### src/csc_pkg.sv
`timescale 1ns / 1ps
// ----------------------------------------------------------------------------
// csc_pkg
// Shared widths, controller codes and command/status types for the
// coil sensitivity combiner.
// ----------------------------------------------------------------------------
package csc_pkg;
	localparam int SAMPLE_BITS = 16;
	localparam int PROD_BITS   = 2 * SAMPLE_BITS + 1;
	localparam int DOT_BITS    = 2 * SAMPLE_BITS + 7;
	localparam int POW_BITS    = 2 * SAMPLE_BITS + 6;
	localparam int QUO_BITS    = 32;
	localparam int CNT_BITS    = $clog2(QUO_BITS);

	localparam logic [1:0] S_ACC  = 2'd0;
	localparam logic [1:0] S_LOAD = 2'd1;
	localparam logic [1:0] S_DIV  = 2'd2;
	localparam logic [1:0] S_OUT  = 2'd3;

	typedef struct packed {
		logic accept;
		logic load;
		logic step;
	} ctrl_cmd_t;

	typedef struct packed {
		logic last_s1;
	} ctrl_status_t;
endpackage

### src/csc_ctrl.sv
`timescale 1ns / 1ps
// ----------------------------------------------------------------------------
// csc_ctrl
// Controller: accumulate, load divider, iterate quotient bits, hold result.
// ----------------------------------------------------------------------------
module csc_ctrl (
	input  logic                    clk,
	input  logic                    arst_n,
	input  logic                    in_valid,
	input  logic                    in_last,
	output logic                    in_ready,
	output logic                    out_valid,
	input  logic                    out_ready,
	input  csc_pkg::ctrl_status_t   status,
	output csc_pkg::ctrl_cmd_t      cmd
);
	logic [1:0]                   state_q;
	logic [csc_pkg::CNT_BITS-1:0] cnt_q;

	assign in_ready   = (state_q == csc_pkg::S_ACC);
	assign out_valid  = (state_q == csc_pkg::S_OUT);
	assign cmd.accept = in_valid && in_ready;
	assign cmd.load   = (state_q == csc_pkg::S_LOAD) && status.last_s1;
	assign cmd.step   = (state_q == csc_pkg::S_DIV);

	always_ff @(posedge clk or negedge arst_n) begin
		if (!arst_n) begin
			state_q <= csc_pkg::S_ACC;
			cnt_q   <= '0;
		end else begin
			unique case (state_q)
				csc_pkg::S_ACC: begin
					if (cmd.accept && in_last) state_q <= csc_pkg::S_LOAD;
				end
				csc_pkg::S_LOAD: begin
					cnt_q   <= '0;
					state_q <= csc_pkg::S_DIV;
				end
				csc_pkg::S_DIV: begin
					cnt_q <= cnt_q + 1'b1;
					if (cnt_q == csc_pkg::CNT_BITS'(csc_pkg::QUO_BITS - 1))
						state_q <= csc_pkg::S_OUT;
				end
				csc_pkg::S_OUT: begin
					if (out_ready) state_q <= csc_pkg::S_ACC;
				end
				default: state_q <= csc_pkg::S_ACC;
			endcase
		end
	end
endmodule

### config.mk
export PLATFORM = sky130hd
export DESIGN_NAME = csc_ctrl
export DESIGN_NICKNAME = d
export VERILOG_FILES = /design/src/csc_pkg.sv /design/src/csc_ctrl.sv
export SDC_FILE = /design/constraint.sdc
export NUM_CORES = 1
export LEC_CHECK = 0
export BUFFER_PORTS_ARGS = -buffer_cell sky130_fd_sc_hd__buf_2
export CAP_MARGIN = 20
export CORE_AREA = 2 2 39 41
export CTS_CLUSTER_DIAMETER = 80
export DETAILED_ROUTE_END_ITERATION = 10
export DIE_AREA = 0 0 41 43
export GPL_ROUTABILITY_DRIVEN = 1
export HOLD_SLACK_MARGIN = 0.15
export PLACE_DENSITY = 0.6
export RECOVER_POWER = 50
export SLEW_MARGIN = 20
export SYNTH_ARGS = -nofsm -noshare
export SYNTH_HDL_FRONTEND = slang
export SYNTH_SLANG_ARGS = --single-unit
### constraint.sdc
create_clock -name clk -period 1.96 [get_ports clk]
set_input_delay 0.392 -clock clk [delete_from_list [all_inputs] [get_ports clk]]
set_output_delay 0.392 -clock clk [all_outputs]
set_load 0.02 [all_outputs]
Word level (Yosys, flattened, before mapping) --
Cells that the tools add are included.
Operators by class: multiply operators 0, magnitude comparators 0, $add $sub $neg 1, reductions and logical operators 6, shifts and indexed selects 0, divide/modulo/power cells 0, bitwise gates (word level) 0, multiplexer cells 5, eq/ne operators 7
Operators with widths (count):
- $pmux 5 s2 | 1
- $pmux 2 s4 | 1
- $mux 2 | 3
- $ne 2x1->1 const B | 3
- $add 5x1->5 const B | 1
- $eq 5x5->1 const B | 1
- $eq 2x2->1 const B | 2
- $logic_and 1x1->1 | 3
- $reduce_and 3->1 | 1
- $eq 2x1->1 const B | 1
- $logic_not 2->1 | 1
- $reduce_bool 2->1 | 1
Word-level totals: bits in read-only memories 0, bits in latches 0, bits of input ports 6, memories kept 0, bits in registers 7, word-level logic and storage cells 21, bits in writable memories 0, output and inout bits 5

Logic depth before layout (Yosys ltp) --
Gate-level depths: netlist of the first run.
word-level depth 5, gate-level depth with buffers 6, mapped depth without buffers 6

Least setup slack after synthesis of the first run --
OpenSTA, ideal clock, no wires.
path type register to output, start reg state_q[0], end out cmd[2] in the netlist's numbering, required time 1.568 ns, setup slack 0.471 ns, arrival 1.097 ns, stages on the path, launching flop included 4, path through dfrtp_1 > inv_1 > ha_1 > and2_1
RTL lines:
- from (decl) | RTL line csc_ctrl.sv:17 | logic [1:0] state_q;
- from (signal assigned) | RTL line csc_ctrl.sv:28 | state_q <= csc_pkg::S_ACC;
- from (signal assigned) | RTL line csc_ctrl.sv:33 | if (cmd.accept && in_last) state_q <= csc_pkg::S_LOAD;
- from (signal assigned) | RTL line csc_ctrl.sv:37 | state_q <= csc_pkg::S_DIV;
- to (decl) | RTL line csc_ctrl.sv:15 | output csc_pkg::ctrl_cmd_t cmd

==> results of run 1 <==
-- synth_stat cells, types with 2 or more instances --
cell type / instances / area (sq um)
ha_1: 6 / 75.1
inv_1: 5 / 18.8
nand3_1: 5 / 25.0
mux2i_1: 2 / 20.0
and2_1: 2 / 12.5
nand2_1: 2 / 7.51
o21ai_0: 4 / 20.0
dfrtp_1: 7 / 175
nor2b_1: 2 / 12.5
-- through the flow --
stage	util	hold slack, ps
global route	0.390	543
finish	0.390	514
floorplan	-	96.4
global placement	0.363	234
CTS	0.391	492
detailed placement	0.363	236
-- routing by layer --
metal / part of all wire / vias to the layer above
met2: 0.58 / 8
met3: 0.034 / 0
met5: 0 / -
met4: 0 / 0
li1: - / 174
met1: 0.38 / 164
-- registers in the layout, indices dropped and copies added, names as in the netlist --
name and count:
state_q 2, cnt_q 5
-- final cells by class --
cell class / count / share of cell area
multi-input cells: 28 / 0.436
flip-flops and latches: 7 / 0.325
repair buffers: 11 / 0.109
clock buffers: 3 / 0.0418
inverters: 6 / 0.0418
well taps: 16 / 0.0371
clock inverters: 1 / 0.00928
-- path summary, 6_finish.rpt --
check | endpoint | slack [ps] | depth (start not counted) | from
setup reg to reg | state_q[1] | 420 | 6 | cnt_q[1]
setup / recovery | cmd[0] | 180 | 3 | state_q[0]
max in group asynchronous | cnt_q[3] | 1100 | 2 | arst_n
hold reg to reg | cnt_q[2] | 510 | 1 | cnt_q[2]
hold / removal | cnt_q[2] | 510 | 1 | cnt_q[2]
min in group asynchronous | state_q[1] | 570 | 2 | arst_n
-- critical path, delay by kind of cell (launching register included) --
family	cells	cell delay (ps)
DFF	1	410
adders and majority gates	1	380
buffers and inverters	2	330
-- power groups by stage --
stage | Combinational [mW] | Clock (mW) | Sequential (mW)
floorplan | 0.360 | 0 | 0.217
global placement | 0.424 | 0 | 0.226
detailed placement | 0.438 | 0 | 0.229
CTS | 0.439 | 0.138 | 0.226
global route | 0.478 | 0.150 | 0.232
finish | 0.434 | 0.134 | 0.226
-- kinds of logic (layout without fill, tap and decap cells) --
| logic type | Yosys count | count (layout) |
|---|---|---|
| and+or+nand+nor | 13 | 13 |
| AOI/OAI and AO/OA | 7 | 7 |
| DFF | 7 | 7 |
| buffers and inverters | 7 | 21 |
| adders and majority gates | 6 | 6 |
| muxes | 2 | 2 |
==> flow_summary.toml, run 1 <==
[sta]
period_share = 0.906
setup_viol = 0
worst_slew_pin_slew_ps = 395
fmax_mhz = 563
fin_tns_setup_ps = 0
fin_crit_ps = 1780
maxSlewHeadroom = 0.737
slew_viol_final = 0
timing.final.ws_setup_ps = 184
final-hold-violation-count = 0
rsz0062_at_grt = "false"
clock-skew-final_ps = 10.5

[floorplan]
pin_count = 11
die_w_um = 41
coreArea_sq_um = 1380
fp.dieArea_sq_um = 1760
row_count = 14
die_h_um = 43
start_util = 0.321

[grt]
grt_pass1_vias = 337
top_usage_layer = "met2"
grt_usage = 0.117
grt_pass1_wl_um = 1310
overflow = 0
grt_util_met3 = 0.0157
antenna_found_initial = 0
grtUsageMet2 = 0.200
grtUsageMet1 = 0.110
grt_max_degree = 10

[layout]
finish.net_count = 69
antennaDiodeCount = 0
final-seq-area_sq_um = 175
areaGrowthSynthToFinish_pct = 21.4
fin_cells = 72
fin_area_sq_um = 539
fillers = 146
drive_above_1_share = 0.286
multi_input_area_sq_um = 235
final_common_cell = "buf_2"
mostFrequentLayoutCells = "buf_2 (9), dfrtp_1 (7), ha_1 (6)"

[synth]
synth-seq-cells = 7
synth-xor-area-share = 0
yosysSeqAreaShare = 0.394
yosys_warnings = 0
synthArstFlopShare = 1.00
synth_cell_types = 16
synth_area_sq_um = 444
synth-simple-area-share = 0.169
synth_nets = 54
synthMuxAreaShare = 0.0451
synthFlopType = "dfrtp_1"
netlist_instances = 42
synth_enable_flop_cells = 0
yosys.area_share.adder = 0.169
synth_top_family_by_area = "adder cells"
synth_area_per_cell_sq_um = 10.6
synth_compound_gate_area_share = 0.146

[clocking]
cts_max_level = 1
cts_sinks = 7
cts_hold_buf = 1
cts-root-buf = "clkbuf_4"
clk_pin_slew_ps = 60
clockBufferDepth = 2
clk_latency_ps = 260
cts_tree = "built"
post_cts_buffers = 0
numCtsBuffers = 3
ctsResizeCount = 0

[place]
dp.cells = 67
port-buffer-count = 10
hpwl_um = 705
place_area_sq_um = 503
dpl_worst_slack_ps = 426
gp_congestion = 0.648

[drt]
dr.pass1.iters = 3
vias = 346
ant_nets = 0
viasPerCell = 4.81
drt_wl_total_um = 844
drc = 0
wl_per_cell_um = 11.7
drt_iter0_markers = 2

[power_and_ir_drop]
seqPwrFrac = 0.285
clockPowerShare = 0.169
switching_share = 0.452
p_comb_frac = 0.546
peakVddDrop_uv = 529
power_density_nw_per_um2 = 1470
netSwitchingPower_mw = 0.359
p_int_mw = 0.435
p_leak_nw = 0.281
total_power_mw = 0.794

[status]
status = "completed"

[worst_setup_path]
cp-start-kind = "flip-flop"
cp.arrival_ps = 1380
critPathKind = "reg2out"
crit_chain = "inv_1 -> ha_1 -> buf_2"
required_ps = 1570
critPathMaxFanout = 9
critPathMaxStageDelay_ps = 410
end_kind = "output pin"
crit_slowest_cell = "dfrtp_1"

[worst_hold_path]
hp-class = "reg2reg"

[run]
max_cap_violations = 0
Note: power is estimated with default switching activity, not from simulation.
==> inputs of run 2 (changes only) <==
- ABC_AREA: not set -> 1
==> run 2 against run 1 <==
Against the previous run:
- utilization rose by 0.27 points
- cell count rose by 21%
- via count rose by 9.2%
- critical path depth did not move
- non-clock buffer count did not move
- synthesized area rose by 0.28%
- wire length fell by 8.2%
- largest power group unchanged
==> flow_summary.toml, run 2 <==
[layout]
fin_area_sq_um = 543
drive_above_1_share = 0.197
fillers = 155
top_register = "cnt_q"
final_common_cell = "nand2_1"
areaGrowthSynthToFinish_pct = 21.9
multi_input_area_sq_um = 225
finish.net_count = 84
mostFrequentLayoutCells = "nand2_1 (17), inv_1 (10), buf_2 (9)"
largest_reg_flops = 5
biggestRegsByFlops = "cnt_q x5, state_q x2"
antennaDiodeCount = 0
final-seq-area_sq_um = 175

[worst_hold_path]
min_from = "cnt_q[0]"
whs_path_depth = 1
hp-class = "reg2reg"
hold-path-endpoint = "cnt_q[0]"

[drt]
viasPerCell = 4.34
drt_wl_total_um = 775
wl_per_cell_um = 8.91
dr.pass1.iters = 4
drc = 0
vias = 378
ant_nets = 0
drt_iter0_markers = 2

[floorplan]
start_util = 0.322
die_w_um = 41
coreArea_sq_um = 1380
row_count = 14
fp.dieArea_sq_um = 1760
pin_count = 11
die_h_um = 43

[clocking]
cts_tree = "built"
cts-root-buf = "clkbuf_4"
clk_latency_ps = 250
numCtsBuffers = 3
cts_sinks = 7
clockBufferDepth = 2
cts_max_level = 1
post_cts_buffers = 0
clk_pin_slew_ps = 50
ctsResizeCount = 0

[power_and_ir_drop]
p_int_mw = 0.420
peakVddDrop_uv = 453
p_leak_nw = 0.317
seqPwrFrac = 0.284
power_density_nw_per_um2 = 1470
clockPowerShare = 0.167
p_comb_frac = 0.549
switching_share = 0.472
netSwitchingPower_mw = 0.376

[synth]
synth_cell_types = 13
post-synth-top-area-cell = "dfrtp_1"
synth_area_sq_um = 445
yosysMostFrequentCell = "nand2_1"
netlist.area_leader.share = 0.393
ys_top_cells_by_area = "dfrtp_1 (39%), ha_1 (17%), nand2_1 (14%)"
synth_enable_flop_cells = 0
synth_nets = 69
netlist_instances = 57
yosysSeqAreaShare = 0.393
synthFlopType = "dfrtp_1"
synth_area_per_cell_sq_um = 7.81
synth-seq-cells = 7
synthArstFlopShare = 1.00
synth_common_cells = "nand2_1 (17), inv_1 (10), dfrtp_1 (7)"
yosys_warnings = 0

[sta]
fmax_mhz = 619
maxSlewHeadroom = 0.736
rsz0062_at_grt = "false"
period_share = 0.824
worst_slew_pin_slew_ps = 395
setup_viol = 0
timing.final.ws_setup_ps = 344
clock-skew-final_ps = 5.32
slew_viol_final = 0
fin_tns_setup_ps = 0
fin_crit_ps = 1620
final-hold-violation-count = 0

[worst_setup_path]
r2r-start = "cnt_q[0]"
critPathMaxFanout = 6
r2r_slack_ps = 550
end_kind = "output pin"
critPathKind = "reg2out"
required_ps = 1570
r2r_end = "state_q[0]"
worstSetupStartpoint = "state_q[0]"
cp.arrival_ps = 1220
cp-start-kind = "flip-flop"
r2r_cells = 7

[status]
status = "completed"

[grt]
grt_pass1_vias = 320
antenna_found_initial = 0
grt_max_degree = 12
overflow = 0
grt_usage = 0.118
grt_pass1_wl_um = 1270

[place]
place_area_sq_um = 508
dpl_worst_slack_ps = 555
port-buffer-count = 10
hpwl_um = 615
gp_congestion = 0.767

[run]
max_cap_violations = 0
-- run 2: worst max-delay path by stage --
stage                  to  depth (start not counted)
2_1_floorplan      cmd[2]                          4
5_1_grt            cmd[2]                          5
6_report           cmd[0]                          3
4_1_cts            cmd[2]                          5
3_3_place_gp     cnt_q[3]                          7
3_5_place_dp   state_q[1]                          7
-- run 2: power groups by stage --
| stage | Sequential, mW | Clock (mW) | Combinational (mW) |
|---|---|---|---|
| 5_1_grt | 0.232 | 0.148 | 0.519 |
| 6_report | 0.226 | 0.133 | 0.437 |
| 2_1_floorplan | 0.221 | 0 | 0.367 |
| 4_1_cts | 0.227 | 0.138 | 0.445 |
| 3_5_place_dp | 0.229 | 0 | 0.441 |
| 3_3_place_gp | 0.227 | 0 | 0.441 |
-- run 2: metal layers --
metal  vias to the layer above  GRT usage  part of all wire
met2                        12      0.166              0.44
met3                         4     0.0314             0.063
met4                         0      0.120             0.026
met1                       157      0.129              0.47
met5                         -          0                 0
li1                        205          -                 -
-- run 2: through the flow --
step           power [mW]  utilization  hold WS [ps]  instances
2_1_floorplan       0.588            -          96.4         57
3_3_place_gp        0.668        0.367           234         82
3_5_place_dp        0.670        0.367           238         82
4_1_cts             0.810        0.393           497         87
5_1_grt             0.898        0.392           533         87
6_report            0.796        0.392           505         87
-- run 2: layout make-up --
| type | count | share of cell area |
|---|---|---|
| Sequential cell | 7 | 0.323 |
| Inverter | 10 | 0.0691 |
| Timing Repair Buffer | 11 | 0.108 |
| Multi-Input combinational cell | 39 | 0.415 |
| Clock buffer | 4 | 0.0484 |
| Tap cell | 16 | 0.0369 |
-- run 2: cells by family (layout without fill, tap and decap cells) --
logic type                 count (synthesis)  count (layout)  synth area share
and+or+nand+nor                           28              28             0.281
buffers and inverters                     11              25             0.101
DFF                                        7               7             0.393
adders and majority gates                  6               6             0.169
AOI/OAI and AO/OA                          5               5            0.0562
-- run 2: timing repair --
item                                    CTS  global route
endpoints found under the setup margin    0             0
hold endpoints to repair                  7             0
hold buffers                              1             0
-- run 2: worst max-delay path, cell delays in order, from the launching register on --
cell,delay (ps)
dfrtp_1,400
inv_1,90
ha_1,270
buf_2,210
